<file path="src/sv/dss_pkg.sv">
// Shared types, constants and helpers for the digraph square substitution unit.
// Depends on nothing; every other file but dss_checker imports this package.
package dss_pkg;

  // Square geometry and letter codes
  localparam int unsigned SQ_DIM   = 5;
  localparam int unsigned LETTER_W = 5;
  localparam int unsigned ROW_W    = SQ_DIM * LETTER_W;
  localparam int unsigned IDX_W    = $clog2(SQ_DIM);
  localparam int unsigned REG_IDX_W = $clog2(SQ_DIM);
  localparam int unsigned CFG_ADDR_W = REG_IDX_W + 2;
  localparam int unsigned CFG_DATA_W = 32;

  typedef logic [LETTER_W-1:0]   letter_t;
  typedef logic [IDX_W-1:0]      idx_t;
  typedef letter_t [SQ_DIM-1:0]  row_t;
  typedef row_t [SQ_DIM-1:0]     square_t;
  typedef logic [REG_IDX_W-1:0]  reg_idx_t;

  localparam letter_t CODE_J = letter_t'(9);
  localparam letter_t CODE_I = letter_t'(8);

  // Register map: square rows occupy indexes 0..SQ_DIM-1
  localparam reg_idx_t REG_ROW0  = reg_idx_t'(0);
  localparam int unsigned REG_COUNT = SQ_DIM;

  // Reset square: a..z without j, row-major
  localparam square_t SQUARE_RESET = {
    25'd27025109, 25'd21613104, 25'd16201099, 25'd10755269, 25'd4294688
  };

  localparam idx_t IDX_LAST = idx_t'(SQ_DIM - 1);

  // Item entering the locate stage
  typedef struct packed {
    logic    valid;
    logic    mode;
    letter_t x;
    letter_t y;
  } pair_t;

  // Coordinates of both letters in the square
  typedef struct packed {
    logic valid;
    logic mode;
    logic ok;
    idx_t r1;
    idx_t c1;
    idx_t r2;
    idx_t c2;
  } loc_t;

  // Cells to read for the substituted pair
  typedef struct packed {
    logic valid;
    logic ok;
    idx_t r1;
    idx_t c1;
    idx_t r2;
    idx_t c2;
  } route_t;

  // Move one place along a row or column, wrapping; back when decrypting
  function automatic idx_t idx_step(input idx_t i, input logic dec);
    idx_t res;
    if (dec) begin
      res = (i == '0) ? IDX_LAST : idx_t'(i - idx_t'(1));
    end else begin
      res = (i == IDX_LAST) ? '0 : idx_t'(i + idx_t'(1));
    end
    return res;
  endfunction

endpackage

</file>
<file path="src/sv/dss_locate.sv">
// Locate stage: finds row and column of both letters in the key square.
// Depends on dss_pkg.
module dss_locate (
  input  logic             clk,
  input  logic             rst_n,
  input  dss_pkg::square_t square,
  input  dss_pkg::pair_t   pair_in,
  output dss_pkg::loc_t    loc_out
);
  import dss_pkg::*;

  loc_t loc_r, loc_nxt;
  logic hit1, hit2;
  idx_t r1, c1, r2, c2;

  // Compare against every cell; a later match in row-major order wins
  always_comb begin
    hit1 = 1'b0;
    hit2 = 1'b0;
    r1 = '0;
    c1 = '0;
    r2 = '0;
    c2 = '0;
    for (int r = 0; r < SQ_DIM; r++) begin
      for (int c = 0; c < SQ_DIM; c++) begin
        if (square[r][c] == pair_in.x) begin
          hit1 = 1'b1;
          r1 = idx_t'(r);
          c1 = idx_t'(c);
        end
        if (square[r][c] == pair_in.y) begin
          hit2 = 1'b1;
          r2 = idx_t'(r);
          c2 = idx_t'(c);
        end
      end
    end
  end

  always_comb begin
    loc_nxt.valid = pair_in.valid;
    loc_nxt.mode  = pair_in.mode;
    loc_nxt.ok    = hit1 & hit2;
    loc_nxt.r1    = r1;
    loc_nxt.c1    = c1;
    loc_nxt.r2    = r2;
    loc_nxt.c2    = c2;
  end

  // Advance; reset clears the stage
  always_ff @(posedge clk) begin
    if (!rst_n) begin
      loc_r <= '0;
    end else begin
      loc_r <= loc_nxt;
    end
  end

  assign loc_out = loc_r;

endmodule

</file>
<file path="src/sv/dss_route.sv">
// Route stage: applies the same-row, same-column or rectangle rule.
// Depends on dss_pkg.
module dss_route (
  input  logic           clk,
  input  logic           rst_n,
  input  dss_pkg::loc_t  loc_in,
  output dss_pkg::route_t route_out
);
  import dss_pkg::*;

  route_t route_r, route_nxt;

  // Pick target cells; a doubled letter falls into the same-row case
  always_comb begin
    route_nxt.valid = loc_in.valid;
    route_nxt.ok    = loc_in.ok;
    if (loc_in.r1 == loc_in.r2) begin
      route_nxt.r1 = loc_in.r1;
      route_nxt.c1 = idx_step(loc_in.c1, loc_in.mode);
      route_nxt.r2 = loc_in.r2;
      route_nxt.c2 = idx_step(loc_in.c2, loc_in.mode);
    end else if (loc_in.c1 == loc_in.c2) begin
      route_nxt.r1 = idx_step(loc_in.r1, loc_in.mode);
      route_nxt.c1 = loc_in.c1;
      route_nxt.r2 = idx_step(loc_in.r2, loc_in.mode);
      route_nxt.c2 = loc_in.c2;
    end else begin
      route_nxt.r1 = loc_in.r1;
      route_nxt.c1 = loc_in.c2;
      route_nxt.r2 = loc_in.r2;
      route_nxt.c2 = loc_in.c1;
    end
  end

  // Advance; reset clears the stage
  always_ff @(posedge clk) begin
    if (!rst_n) begin
      route_r <= '0;
    end else begin
      route_r <= route_nxt;
    end
  end

  assign route_out = route_r;

endmodule

</file>
<file path="src/sv/dss_fetch.sv">
// Fetch stage: reads the two target cells and drives the result registers.
// Depends on dss_pkg.
module dss_fetch (
  input  logic             clk,
  input  logic             rst_n,
  input  dss_pkg::square_t square,
  input  dss_pkg::route_t  route_in,
  output logic             res_valid,
  output dss_pkg::letter_t res_first,
  output dss_pkg::letter_t res_second,
  output logic             res_ok
);
  import dss_pkg::*;

  logic    valid_r, valid_nxt;
  logic    ok_r, ok_nxt;
  letter_t first_r, first_nxt;
  letter_t second_r, second_nxt;

  // Read cells; zero the pair when a letter was not found
  always_comb begin
    valid_nxt  = route_in.valid;
    ok_nxt     = route_in.ok;
    first_nxt  = route_in.ok ? square[route_in.r1][route_in.c1] : '0;
    second_nxt = route_in.ok ? square[route_in.r2][route_in.c2] : '0;
  end

  always_ff @(posedge clk) begin
    if (!rst_n) begin
      valid_r <= 1'b0;
    end else begin
      valid_r <= valid_nxt;
    end
  end

  always_ff @(posedge clk) begin
    ok_r     <= ok_nxt;
    first_r  <= first_nxt;
    second_r <= second_nxt;
  end

  assign res_valid  = valid_r;
  assign res_ok     = ok_r;
  assign res_first  = first_r;
  assign res_second = second_r;

endmodule

</file>
<file path="src/sv/digraph_square_substitution_unit.sv">
// Pipeline: an accepted pair passes the pair, locate, route and fetch registers before
// out_valid rises with its result. Throughput: one letter pair per cycle; busy stays low.
// Stages: input/fold, locate (25-cell compare), rule, cell fetch.
// Reset (synchronous, rst_n low) drops all items in flight and restores the
// alphabetic key square in the five row registers.
// Depends on dss_pkg, dss_locate, dss_route and dss_fetch.
module digraph_square_substitution_unit (
  input  logic                                clk,
  input  logic                                rst_n,
  // item input
  input  logic                                start,
  output logic                                busy,
  input  logic                                in_mode,
  input  logic [dss_pkg::LETTER_W-1:0]        in_first_letter,
  input  logic [dss_pkg::LETTER_W-1:0]        in_second_letter,
  // results
  output logic                                out_valid,
  output logic [dss_pkg::LETTER_W-1:0]        out_first,
  output logic [dss_pkg::LETTER_W-1:0]        out_second,
  output logic                                out_letters_valid,
  // configuration
  input  logic                                psel,
  input  logic                                penable,
  input  logic                                pwrite,
  input  logic [dss_pkg::CFG_ADDR_W-1:0]      paddr,
  input  logic [dss_pkg::CFG_DATA_W-1:0]      pwdata,
  output logic [dss_pkg::CFG_DATA_W-1:0]      prdata,
  output logic                                pready
);
  import dss_pkg::*;

  square_t  square_r, square_nxt;
  pair_t    pair_r, pair_nxt;
  loc_t     loc;
  route_t   route;
  reg_idx_t cfg_idx;
  logic     cfg_wr;

  // Configuration register file
  assign pready  = 1'b1;
  assign cfg_idx = paddr[CFG_ADDR_W-1:2];
  assign cfg_wr  = psel & penable & pwrite & pready;

  always_comb begin
    square_nxt = square_r;
    if (cfg_wr && (32'(cfg_idx) < REG_COUNT)) begin
      square_nxt[cfg_idx] = row_t'(pwdata[ROW_W-1:0]);
    end
  end

  always_ff @(posedge clk) begin
    if (!rst_n) begin
      square_r <= SQUARE_RESET;
    end else begin
      square_r <= square_nxt;
    end
  end

  // Read back a row; unmapped indexes read as zero
  always_comb begin
    prdata = '0;
    if (32'(cfg_idx) < REG_COUNT) begin
      prdata = CFG_DATA_W'(square_r[cfg_idx]);
    end
  end

  // Capture the item and fold j into i
  assign busy = 1'b0;

  always_comb begin
    pair_nxt.valid = start & ~busy;
    pair_nxt.mode  = in_mode;
    pair_nxt.x     = (in_first_letter == CODE_J) ? CODE_I : in_first_letter;
    pair_nxt.y     = (in_second_letter == CODE_J) ? CODE_I : in_second_letter;
  end

  always_ff @(posedge clk) begin
    if (!rst_n) begin
      pair_r <= '0;
    end else begin
      pair_r <= pair_nxt;
    end
  end

  dss_locate u_locate (
    .clk     (clk),
    .rst_n   (rst_n),
    .square  (square_r),
    .pair_in (pair_r),
    .loc_out (loc)
  );

  dss_route u_route (
    .clk       (clk),
    .rst_n     (rst_n),
    .loc_in    (loc),
    .route_out (route)
  );

  dss_fetch u_fetch (
    .clk        (clk),
    .rst_n      (rst_n),
    .square     (square_r),
    .route_in   (route),
    .res_valid  (out_valid),
    .res_first  (out_first),
    .res_second (out_second),
    .res_ok     (out_letters_valid)
  );

endmodule

</file>
<file path="config.mk">
export PLATFORM = sky130hd
export DESIGN_NAME = digraph_square_substitution_unit
export DESIGN_NICKNAME = d
export VERILOG_FILES = /design/src/sv/dss_pkg.sv /design/src/sv/dss_locate.sv /design/src/sv/dss_route.sv /design/src/sv/dss_fetch.sv /design/src/sv/digraph_square_substitution_unit.sv
export SDC_FILE = /design/constraint.sdc
export NUM_CORES = 1
export LEC_CHECK = 0
export BUFFER_PORTS_ARGS = -buffer_cell sky130_fd_sc_hd__buf_2
export CAP_MARGIN = 20
export CELL_PAD_IN_SITES_DETAIL_PLACEMENT = 0
export CELL_PAD_IN_SITES_GLOBAL_PLACEMENT = 1
export CORE_MARGIN = 2
export CORE_UTILIZATION = 50
export CTS_CLUSTER_SIZE = 40
export DETAILED_ROUTE_END_ITERATION = 7
export HOLD_SLACK_MARGIN = 0.03
export MAX_ROUTING_LAYER = met4
export PLACE_DENSITY_LB_ADDON = 0.1
export REMOVE_ABC_BUFFERS = 1
export SLEW_MARGIN = 25
export SYNTH_ARGS = -nofsm -noshare
export SYNTH_HDL_FRONTEND = slang
export SYNTH_SLANG_ARGS = --single-unit
</file>
<file path="constraint.sdc">
create_clock -name clk -period 4.9 [get_ports clk]
set_clock_uncertainty 0.1 [all_clocks]
set_input_delay 0.98 -clock clk [delete_from_list [all_inputs] [get_ports clk]]
set_output_delay 0.98 -clock clk [all_outputs]
set_load 0.005 [all_outputs]
</file>
Word level (Yosys, flattened, before mapping)
Index checks and enable logic that the tools add are counted.
{"block": "totals", "inputBits": 54, "output_inout_bits": 46, "regBits": 178, "word_cells": 309}
{"block": "op_classes", "add_sub_neg": 8, "mux": 168, "eq_ne": 58, "n_reduce_logical": 12, "n_bitwise": 4, "magnitude_cmp": 7}
{"operator": "$eq A5 B5 Y1", "n": 50}
{"operator": "$bmux W25 S3", "n": 3}
{"operator": "$mux W3", "n": 68}
{"operator": "$bwmux W125", "n": 1}
{"operator": "$mux W25", "n": 5}
{"operator": "$demux W25 S3", "n": 1}
{"operator": "$mux W1", "n": 62}
{"operator": "$mux W2", "n": 20}
{"operator": "$bmux W5 S3", "n": 2}
{"operator": "$mux W12", "n": 2}
{"operator": "$lt A3 B4 Y1 const B", "n": 5}
{"operator": "$add A3 B1 Y3 const B", "n": 4}
{"operator": "$eq A3 B3 Y1 const B", "n": 4}
{"operator": "$logic_not A3 Y1", "n": 4}
{"operator": "$reduce_or A6 Y1", "n": 2}
{"operator": "$sub A3 B1 Y3 const B", "n": 4}
{"operator": "$eq A5 B4 Y1 const B", "n": 2}
{"operator": "$mux W5", "n": 2}
{"operator": "$mux W4", "n": 2}
{"operator": "$reduce_or A2 Y1", "n": 4}
{"operator": "$eq A3 B3 Y1", "n": 2}
{"operator": "$and A1 B1 Y1", "n": 3}
{"operator": "$ge A3 B1 Y1 const B", "n": 1}
{"operator": "$lt A3 B3 Y1 const B", "n": 1}
{"operator": "2 further kinds", "n": 3}

Longest topological paths before layout
Gate-level depths: netlist of the first run.
{"block": "logic_depth", "depth_word": 27, "mapped_depth": 10, "ltp_nobuf": 7}

Hierarchy
A second synthesis of the first run with hierarchy kept.
{"block": "unflattened", "hier_cells": 1560, "area_unflattened_um2": 14144.8}
{"module": "digraph_square_substitution_unit", "cells_each": 661, "area_per_inst_um2": 6444.9, "seq_area_each_um2": 2742.6, "instances": 1}
{"module": "dss_locate", "cells_each": 508, "area_per_inst_um2": 3988.8, "seq_area_each_um2": 300.3, "instances": 1}
{"module": "dss_fetch", "cells_each": 263, "area_per_inst_um2": 2633.8, "seq_area_each_um2": 240.2, "instances": 1}
{"module": "dss_route", "cells_each": 128, "area_per_inst_um2": 1077.3, "seq_area_each_um2": 280.3, "instances": 1}

Worst setup path before layout of the first run
Ideal clock, no wire load.
{"block": "synth_path", "kind": "in2out", "start": "in paddr[4] (netlist bit)", "end": "out prdata[15] (netlist bit)", "stages": 7, "t_arrival_ps": 2254, "n_path_buf": 3, "required_time_ps": 3820, "path_slack_ps": 1566, "path_cell_list": "clkbuf_1 buf_2 buf_1 mux2i_1 nor2_1 a21oi_1 o22ai_1"}
{"block": "synth_via", "elab_chain_cells": 3, "word_cells_on_any_way": 4, "cone_classes": "order compare (1); mux (3)"}
{"item": "from (decl)", "line_no": "digraph_square_substitution_unit.sv:25", "text": "input logic [dss_pkg::CFG_ADDR_W-1:0] paddr,"}
{"item": "$bmux W25 S3", "line_no": "digraph_square_substitution_unit.sv:63", "text": "prdata = CFG_DATA_W'(square_r[cfg_idx]);"}
{"item": "$mux W25 (not written as such)", "line_no": "digraph_square_substitution_unit.sv:63"}
{"item": "$mux W25 *", "line_no": "digraph_square_substitution_unit.sv:62", "text": "if (32'(cfg_idx) < REG_COUNT) begin"}
{"item": "to (decl)", "line_no": "digraph_square_substitution_unit.sv:27", "text": "output logic [dss_pkg::CFG_DATA_W-1:0] prdata,"}
Every way passes the cells marked *; elsewhere a longest branch is shown, timed or not. The select of a mux whose other input is x is not followed.

Final worst setup path of the first run
{"block": "layout_path", "start": "in paddr[3] (netlist bit)", "end": "out prdata[8] (netlist bit)"}
Same word-level chain as after synthesis.

==> impl_metrics.yaml, run 1 <==
routing:
  vias: 12247
  drtAntennaViolNets: 0
  routed_wl_um: 48500
  route.detailed.drc: 0
  drt_iter0_drc: 1429
  first_pass_iters: 6
  wl_per_cell_um: 24.6
  via_per_inst: 6.19
yosys:
  synthTopCellsByArea: "dfxtp_1, xor2_1, nand2_1"
  synthXorXnorAreaFrac_pct: 16.9
  synth.avg_cell_area_sq_um: 8.19
  synth_top_family_by_area: "simple AND/OR/NAND/NOR gates"
  yosysWarnings: 0
  synth_top_area_share_pct: 26.6
  synth_simple_gate_area_share_pct: 21.5
  synthDistinctLibCells: 69
  yosysSeqAreaShare_pct: 26.6
  synth.mux.area_fraction_pct: 14.2
  synth_compound_area_share_pct: 12.8
  synth_fa_ha_area_share_pct: 1.50
  ys.flop_type: "dfxtp_1"
  synth_largest_area_cell: "dfxtp_1"
  syn_area_sq_mm: 0.0134
  synth_edf_count: 0
  ys_ff_latch: 178
  async_flop_share_pct: 0
  synthCells: 1633
setup_path:
  cpPeakStageDelay_ns: 0.37
  crit_top_cell: "buf_2"
  critical_path_class: "input pin to primary output"
  cp.arrival_ns: 2.47
  worstPathCellList: "buf_2 -> buf_4 -> mux2_2 -> a22oi_1 -> o22ai_1 -> buf_2"
  cp_max_fo: 18
  path_delay_family: "buffers and inverters"
  critPathRequiredTime_ns: 3.82
  path_buf_inv: 3
  crit_path_start_kind: "input pin"
  critPathSlowestCell: "buf_4"
  end_kind: "primary output"
floorplanning:
  num_rows: 59
  dieArea_sq_mm: 0.0281
  start_util_pct: 51.2
  io_pins: 100
  die_x_um: 168
  core_area_sq_mm: 0.0261
  dieHeight_um: 168
job:
  max-cap-violations: 0
power_and_ir_drop:
  p_total_uw: 4150
  p_per_area_mw_per_mm2: 288
  combPwrFrac_pct: 24.6
  seqPwrFrac_pct: 40.1
  peakVddDrop_v: 0.000235
  p_leak_uw: 0.00577
  switchingPower_uw: 1440
  p_clk_share_pct: 35.2
  p_int_uw: 2710
  switching_share_pct: 34.7
grt:
  grt_pass1_wl_um: 72900
  track_usage_pct: 35.5
  grt_max_degree: 93
  gr-total-overflow: 0
  grt_pass1_vias: 11440
  antenna_found_initial: 0
placement:
  portBuffers: 81
  finalWeightedCongestion: 0.994
  place_area_sq_mm: 0.0138
  dp_hpwl_um: 34200
timing:
  rsz0062_at_grt: "no"
  fmax_mhz: 281
  period_needed_ns: 3.55
  setup_viol: 0
  worst_pin_slew_ns: 1.05
  setup_tns_ns: 0
  slew_viol_final: 0
  relSlewSlack_pct: 30.1
  final-hold-violation-count: 0
  period_share_pct: 72.5
layout:
  final_nets: 1699
  final_cell_mix: "nand2_1, dfxtp_1, xor2_1, xnor2_1, nand3_1"
  final_common_cell: "nand2_1"
  area_delta_synth_final_pct: 7.65
  n_antenna_cell: 0
  utilization_pct: 55.1
  drive_above_1_share_pct: 15.3
  final_area_sq_mm: 0.0144
  n_fill_cell: 2556
cts:
  cts_buffer_depth: 2
  ctsHoldBuffers: 0
  cts_tree: "done"
  cts_setup_buffers: 0
  cts_sinks: 178
  cts_resized: 0
  htree_levels: 4
  numCtsBuffers: 17
  root_buffer: "clkbuf_16"
  cts.clk_slew.worst_paths_ns: 0.08
  worstSkewPairLatency_ns: 0.44
hold_path:
  hp-class: "flop to flop"
run_status:
  outcome: "complete, no violations"
registers in the layout (all words and copies together), names as in the netlist:
register,count
u_fetch.res_first,5
u_route.route_out,14
u_fetch.res_ok,1
pair_r,12
u_locate.loc_out,15
u_fetch.res_valid,1
u_fetch.res_second,5
square_r,125
final cells by class:
type / instances / area [sq um] / area share (%)
multi-input cells: 1289 / 9020 / 62.6
flip-flops and latches: 178 / 3570 / 24.8
repair buffers: 120 / 701 / 4.87
clock buffers: 17 / 425 / 2.95
well taps: 335 / 419 / 2.91
clock inverters: 15 / 183 / 1.27
inverters: 23 / 86.3 / 0.599
through the flow:
step,instances,hold slack (ns),worst slack (ns)
floorplan,1490,0.305,1.83
global placement,1945,0.317,1.40
detailed placement,1945,0.319,1.39
CTS,1977,0.342,1.39
global route,1977,0.341,1.26
finish,1977,0.340,1.35
Yosys cell counts, types with 2 or more instances:
library cell and count:
buf_8 4, o211ai_1 15, nand2_1 331, clkbuf_1 85, mux2i_1 46, nor2_1 40
nor4b_1 4, o211a_1 4, nand2b_1 8, a21oi_1 32, buf_6 9, nand4_1 9
buf_1 14, nor4_4 2, nor2b_1 14, a22oi_1 32, and4_1 3, o31ai_1 3
or3_1 3, mux4_2 47, mux4_1 3, buf_2 26, nor3_1 51, o22ai_1 25
a21boi_0 75, ha_1 16, nand3_1 107, or2_2 4, and2_1 20, a31oi_1 4
dfxtp_1 178, buf_4 10, o21ai_0 57, xor2_1 146, xnor2_1 111, a311oi_1 2
conb_1 2, and3_1 12, mux2_2 27, inv_1 23
power by group through the flow:
stage	combinational [uW]	clock, uW	sequential [uW]
after detailed placement	1000	0	1700
after global placement	994	0	1690
after CTS	1010	1480	1660
after floorplan	615	0	1680
after global routing	1100	1540	1670
final	1020	1460	1670
cell families after synthesis:
group,Yosys count
AND/OR/NAND/NOR,624
AO/OA/AOI/OAI,259
flip-flops,178
buffers and inverters,173
other,2
adder cells (fa/ha/maj),16
multiplexers,123
XOR/XNOR,258
final timing paths:
kind,start,endpoint,slack (ns),depth (start not counted)
setup / recovery,paddr[3],prdata[8],1.35,6
hold / removal,pair_r[11],u_locate.loc_out[14],0.34,1
setup reg to reg,u_route.route_out[9],u_fetch.res_first[1],1.77,7
hold reg to reg,pair_r[11],u_locate.loc_out[14],0.34,1
layer usage:
metal | vias up | wire length (um) | share of wire (%) | global-route usage (%)
li1 | 5584 | - | - | -
met1 | 5949 | 21400 | 44 | 49.6
met2 | 616 | 21400 | 44 | 53.1
met3 | 98 | 4310 | 8.9 | 5.48
met4 | 0 | 1400 | 2.9 | 10.5
met5 | - | 0 | 0 | -
Power figures use the tool's default switching activity.
==> inputs of run 2 (changes only) <==
--- a/config.mk
+++ b/config.mk
@@ -10,7 +10,7 @@
 export CELL_PAD_IN_SITES_DETAIL_PLACEMENT = 0
 export CELL_PAD_IN_SITES_GLOBAL_PLACEMENT = 1
 export CORE_MARGIN = 2
-export CORE_UTILIZATION = 50
+export CORE_UTILIZATION = 42
 export CTS_CLUSTER_SIZE = 40
 export DETAILED_ROUTE_END_ITERATION = 7
 export HOLD_SLACK_MARGIN = 0.03
==> constraint.sdc (replaced) <==
create_clock -name clk -period 3.19 [get_ports clk]
set_clock_uncertainty 0.1 [all_clocks]
set_input_delay 0.638 -clock clk [delete_from_list [all_inputs] [get_ports clk]]
set_output_delay 0.638 -clock clk [all_outputs]
set_load 0.005 [all_outputs]
==> run 2 against run 1 <==
Net effect:
- core utilization decreased by 8.0 points
- worst setup slack got worse by 0.82 ns
- global-route usage shrank 3.8 points
- register-to-register slack lost 1.2 ns
- final area grew 3.1%
- cell count increased by 4.8%
- die area up 19%
- largest power group unchanged
- highest routed layer unchanged
==> impl_metrics.yaml, run 2 (synthesized netlist as in run 1, its figures left out) <==
setup_path:
  reg2regPathDepth: 7
  r2r-start: "pair_r[2]"
  critical_path_class: "input pin to primary output"
  cp.arrival_ns: 1.92
  path_buf_inv: 3
  cp_max_fo: 13
  critPathSlowestCell: "buf_4"
  critPathRequiredTime_ns: 2.45
  path_delay_family: "buffers and inverters"
  worstPathCellList: "buf_2 -> buf_4 -> mux2i_1 -> nor2_1 -> a21oi_1 -> o22ai_1 -> buf_2"
  crit_top_cell: "buf_2"
  crit_path_start_kind: "input pin"
  timing.rr.end: "u_locate.loc_out[1]"
  cpPeakStageDelay_ns: 0.32
  r2r_setup_slack_ns: 0.54
  end_kind: "primary output"
cts:
  htree_levels: 4
  cts_setup_buffers: 0
  root_buffer: "clkbuf_16"
  worstSkewPairLatency_ns: 0.47
  cts_resized: 0
  numCtsBuffers: 17
  cts_sinks: 178
  cts_buffer_depth: 2
  ctsHoldBuffers: 0
  cts_tree: "done"
  cts.clk_slew.worst_paths_ns: 0.07
power_and_ir_drop:
  switching_share_pct: 33.0
  peakVddDrop_v: 0.000400
  combPwrFrac_pct: 26.7
  p_per_area_mw_per_mm2: 427
  p_int_uw: 4250
  p_leak_uw: 0.00596
  p_clk_share_pct: 33.8
  switchingPower_uw: 2090
  p_total_uw: 6340
  seqPwrFrac_pct: 39.6
grt:
  grt_pass1_wl_um: 75500
  grt_pass1_vias: 11452
  antenna_found_initial: 0
  grt_max_degree: 114
  gr-total-overflow: 0
  track_usage_pct: 31.7
layout:
  area_delta_synth_final_pct: 10.9
  final_common_cell: "nand2_1"
  n_antenna_cell: 0
  drive_above_1_share_pct: 16.7
  final_nets: 1726
  utilization_pct: 47.2
  max_flop_register: "square_r"
  largest_register_ffs: 125
  final_cell_mix: "nand2_1, dfxtp_1, xor2_1, xnor2_1, nand3_1"
timing:
  setup_tns_ns: 0
  period_share_pct: 83.5
  final-hold-violation-count: 0
  rsz0062_at_grt: "no"
  whs_ns: 0.283
  setup_slack_ns: 0.527
  relSlewSlack_pct: 36.1
  slew_viol_final: 0
  fmax_mhz: 376
  worst_pin_slew_ns: 0.947
  setup_viol: 0
  period_needed_ns: 2.66
routing:
  first_pass_iters: 5
  vias: 12140
  routed_wl_um: 50400
  drt_iter0_drc: 1130
  via_per_inst: 5.86
  drtAntennaViolNets: 0
  route.detailed.drc: 0
  wl_per_cell_um: 24.3
floorplanning:
  core_area_sq_mm: 0.0315
  dieArea_sq_mm: 0.0333
  start_util_pct: 42.5
  io_pins: 100
  dieHeight_um: 182
  die_x_um: 182
  num_rows: 65
run_status:
  outcome: "complete, no violations"
placement:
  portBuffers: 81
  pre_cts_slack_ns: 0.511
  finalWeightedCongestion: 0.944
  dp_hpwl_um: 36500
hold_path:
  min_from: "start"
  min_to: "pair_r[11]"
  hp-class: "input pin to flop"
  min_path_cells: 2
job:
  max-cap-violations: 0
==> run 2: cell types whose count changed in the layout (fill, tap and decap cells not counted), moves of 2 or more <==
cell      before  now
buf_12         0   15
buf_4         40   52
clkinv_2       0    5
clkinv_4       0    2
clkinv_8       3    0
inv_8          4    0
==> run 2: stage by stage <==
stage / instances / cell area [sq um]
2_1_floorplan: 1490 / 12600
4_1_cts: 2071 / 14800
5_1_grt: 2071 / 14800
3_5_place_dp: 2039 / 14300
6_report: 2071 / 14800
3_3_place_gp: 2039 / 14300
==> run 2: how the worst max path moves through the flow <==
stage | from | endpoint | cells after the start
final | paddr[4] | prdata[3] | 7
after global routing | pair_r[2] | u_locate.loc_out[1] | 7
after CTS | paddr[3] | prdata[14] | 5
after detailed placement | paddr[3] | prdata[14] | 5
after global placement | paddr[3] | prdata[22] | 5
after floorplan | pwrite | square_r[0] | 5
==> run 2: routing by layer <==
metal	track usage, %	share of wire [%]	vias to the layer above
met4	9.10	2.3	0
met3	5.71	7.5	70
met1	44.0	46	5962
li1	-	-	5637
met5	-	0	-
met2	47.1	45	471
==> run 2: power by group through the flow <==
stage / clock network (uW) / logic (uW) / registers (uW)
2_1_floorplan: 0 / 945 / 2590
3_3_place_gp: 0 / 1680 / 2560
3_5_place_dp: 0 / 1680 / 2560
4_1_cts: 2180 / 1680 / 2510
5_1_grt: 2270 / 1830 / 2520
6_report: 2140 / 1690 / 2510
==> run 2: final cells by class <==
cell class	count	area, sq um
multi-input combinational	1289	9020
inverter	23	86.3
sequential	178	3570
tap	402	503
clock buffer	17	425
clock inverter	15	154
fill	3144	16600
timing repair buffer	147	1090
==> inputs of run 3 (changes only) <==
==> constraint.sdc (replaced) <==
create_clock -name clk -period 2.15 [get_ports clk]
set_clock_uncertainty 0.1 [all_clocks]
set_input_delay 0.43 -clock clk [delete_from_list [all_inputs] [get_ports clk]]
set_output_delay 0.43 -clock clk [all_outputs]
set_load 0.005 [all_outputs]
==> run 3 against run 2 <==
Net effect:
- the run now ends with negative setup slack left
- sequential share of layout area decreased by 3.6 points
- via count is 10% higher
- core utilization increased by 9.8 points
- global-route usage up 3.4 points
- critical path type is now flop to flop
- highest routed layer unchanged
==> impl_metrics.yaml, run 3 (synthesized netlist as in run 1, its figures left out) <==
run_status:
  outcome: "finished, violations left"
  violations: "negative setup slack"
floorplanning:
  start_util_pct: 42.5
  num_rows: 65
  die_x_um: 182
  io_pins: 100
  dieArea_sq_mm: 0.0333
  dieHeight_um: 182
  core_area_sq_mm: 0.0315
timing:
  period_share_pct: 102
  setup_slack_ns: -0.0525
  final-hold-violation-count: 0
  setup_tns_ns: -0.161
  setup_viol: 7
  rsz0062_at_grt: "yes"
  whs_ns: 0.0686
  slew_viol_final: 0
  period_needed_ns: 2.20
  worst_pin_slew_ns: 0.733
  fmax_mhz: 454
  relSlewSlack_pct: 50.3
setup_path:
  critPathRequiredTime_ns: 2.39
  critical_path_class: "flop to flop"
  cp.arrival_ns: 2.44
  critPathSlowestCell: "mux4_2"
  end_kind: "flop"
  crit_path_start_kind: "flop"
  path_buf_inv: 1
  path_delay_family: "multiplexers"
  cp_max_fo: 6
  cpPeakStageDelay_ns: 0.56
  worstPathCellList: "buf_12 -> mux4_2 -> mux2_4 -> a21oi_2 -> o21ai_1 -> and3_1"
power_and_ir_drop:
  p_leak_uw: 0.00747
  p_per_area_mw_per_mm2: 588
  p_clk_share_pct: 32.4
  combPwrFrac_pct: 33.4
  p_int_uw: 6990
  p_total_uw: 10500
  seqPwrFrac_pct: 34.2
  switching_share_pct: 33.6
  peakVddDrop_v: 0.000585
  switchingPower_uw: 3540
hold_path:
  hp-class: "input pin to flop"
grt:
  grt_max_degree: 120
  gr-total-overflow: 0
  grt_pass1_wl_um: 82800
  grt_pass1_vias: 12564
  track_usage_pct: 35.1
  antenna_found_initial: 2
job:
  max-cap-violations: 0
routing:
  drtAntennaViolNets: 0
  wl_per_cell_um: 25.1
  routed_wl_um: 57900
  via_per_inst: 5.79
  first_pass_iters: 5
  vias: 13352
  route.detailed.drc: 0
  drt_iter0_drc: 1413
cts:
  root_buffer: "clkbuf_16"
  numCtsBuffers: 17
  ctsHoldBuffers: 0
  cts_buffer_depth: 2
  cts.clk_slew.worst_paths_ns: 0.07
  htree_levels: 4
  cts_sinks: 178
  cts_tree: "done"
  worstSkewPairLatency_ns: 0.47
layout:
  final_nets: 1960
  n_fill_cell: 2937
  max_flop_register: "square_r"
  utilization_pct: 56.9
  fin_cells: 2308
  drive_above_1_share_pct: 34.6
  area_delta_synth_final_pct: 33.9
  final_common_cell: "nand2_1"
  final_cell_mix: "nand2_1, buf_4, xor2_1, dfxtp_1, xnor2_1"
  largest_register_ffs: 125
placement:
  finalWeightedCongestion: 0.968
  dp_hpwl_um: 42200
  portBuffers: 81
  placed_cells: 2219
## run 3: cell types whose count changed in the layout (fill, tap and decap cells not counted), moves of 14 or more
cell,delta
o21ai_0,-24
buf_4,+174
a21oi_1,-14
dfxtp_2,+33
a21oi_2,+14
dfxtp_1,-46
nor3_2,+17
o21ai_1,+18
buf_6,+19
buf_12,+26
nor3_1,-19
## run 3: final timing paths
kind,from,to,slack [ns],cells past startpoint
max reg2reg,u_route.route_out[6],u_fetch.res_first[4],-0.05,6
max,u_route.route_out[6],u_fetch.res_first[4],-0.05,6
min reg2reg,u_route.route_out[13],u_fetch.res_valid,0.34,1
min,start,pair_r[11],0.07,2
## run 3: area by class of cell
| cell class | count | area [sq um] | share of cell area [%] |
|---|---|---|---|
| clock buffer | 18 | 429 | 2.40 |
| tap | 402 | 503 | 2.81 |
| multi-input combinational | 1289 | 9610 | 53.6 |
| timing repair buffer | 381 | 3440 | 19.2 |
| sequential | 178 | 3660 | 20.4 |
| antenna | 3 | 7.51 | 0.0419 |
| inverter | 23 | 86.3 | 0.482 |
| clock inverter | 14 | 191 | 1.07 |
## run 3: power groups by stage
stage                     registers (uW)  logic, uW  clock network [uW]
after floorplan                     3840       1400                   0
after global placement              3640       2960                   0
after detailed placement            3640       2970                   0
after CTS                           3580       3170                3470
after global routing                3620       3710                3580
final                               3610       3520                3410
## run 3: what timing repair did
action,in CTS,in global routing
gates cloned,4,6
pin swaps,27,75
buffers inserted,9,39
gates resized for setup,83,161
setup endpoints to repair,35,40
## run 3: worst register-to-register path, stage by stage, from the launching register on
cell	delay, ns
dfxtp_4	0.48
buf_12	0.18
mux4_2	0.57
mux2_4	0.31
a21oi_2	0.11
o21ai_1	0.09
and3_1	0.25
## run 3: per-layer routing
layer | wire length, um | track usage (%)
met3 | 4500 | 5.77
met1 | 25400 | 48.0
met2 | 25800 | 52.7
met4 | 2150 | 11.8
met5 | 0 | -
## run 3: metrics by stage
stage	cell area (sq um)	setup slack [ns]
6_report	17900	-0.0525
5_1_grt	17900	-0.119
4_1_cts	16900	-0.0614
2_1_floorplan	12600	-0.552
3_3_place_gp	15900	-0.111
3_5_place_dp	15900	-0.150
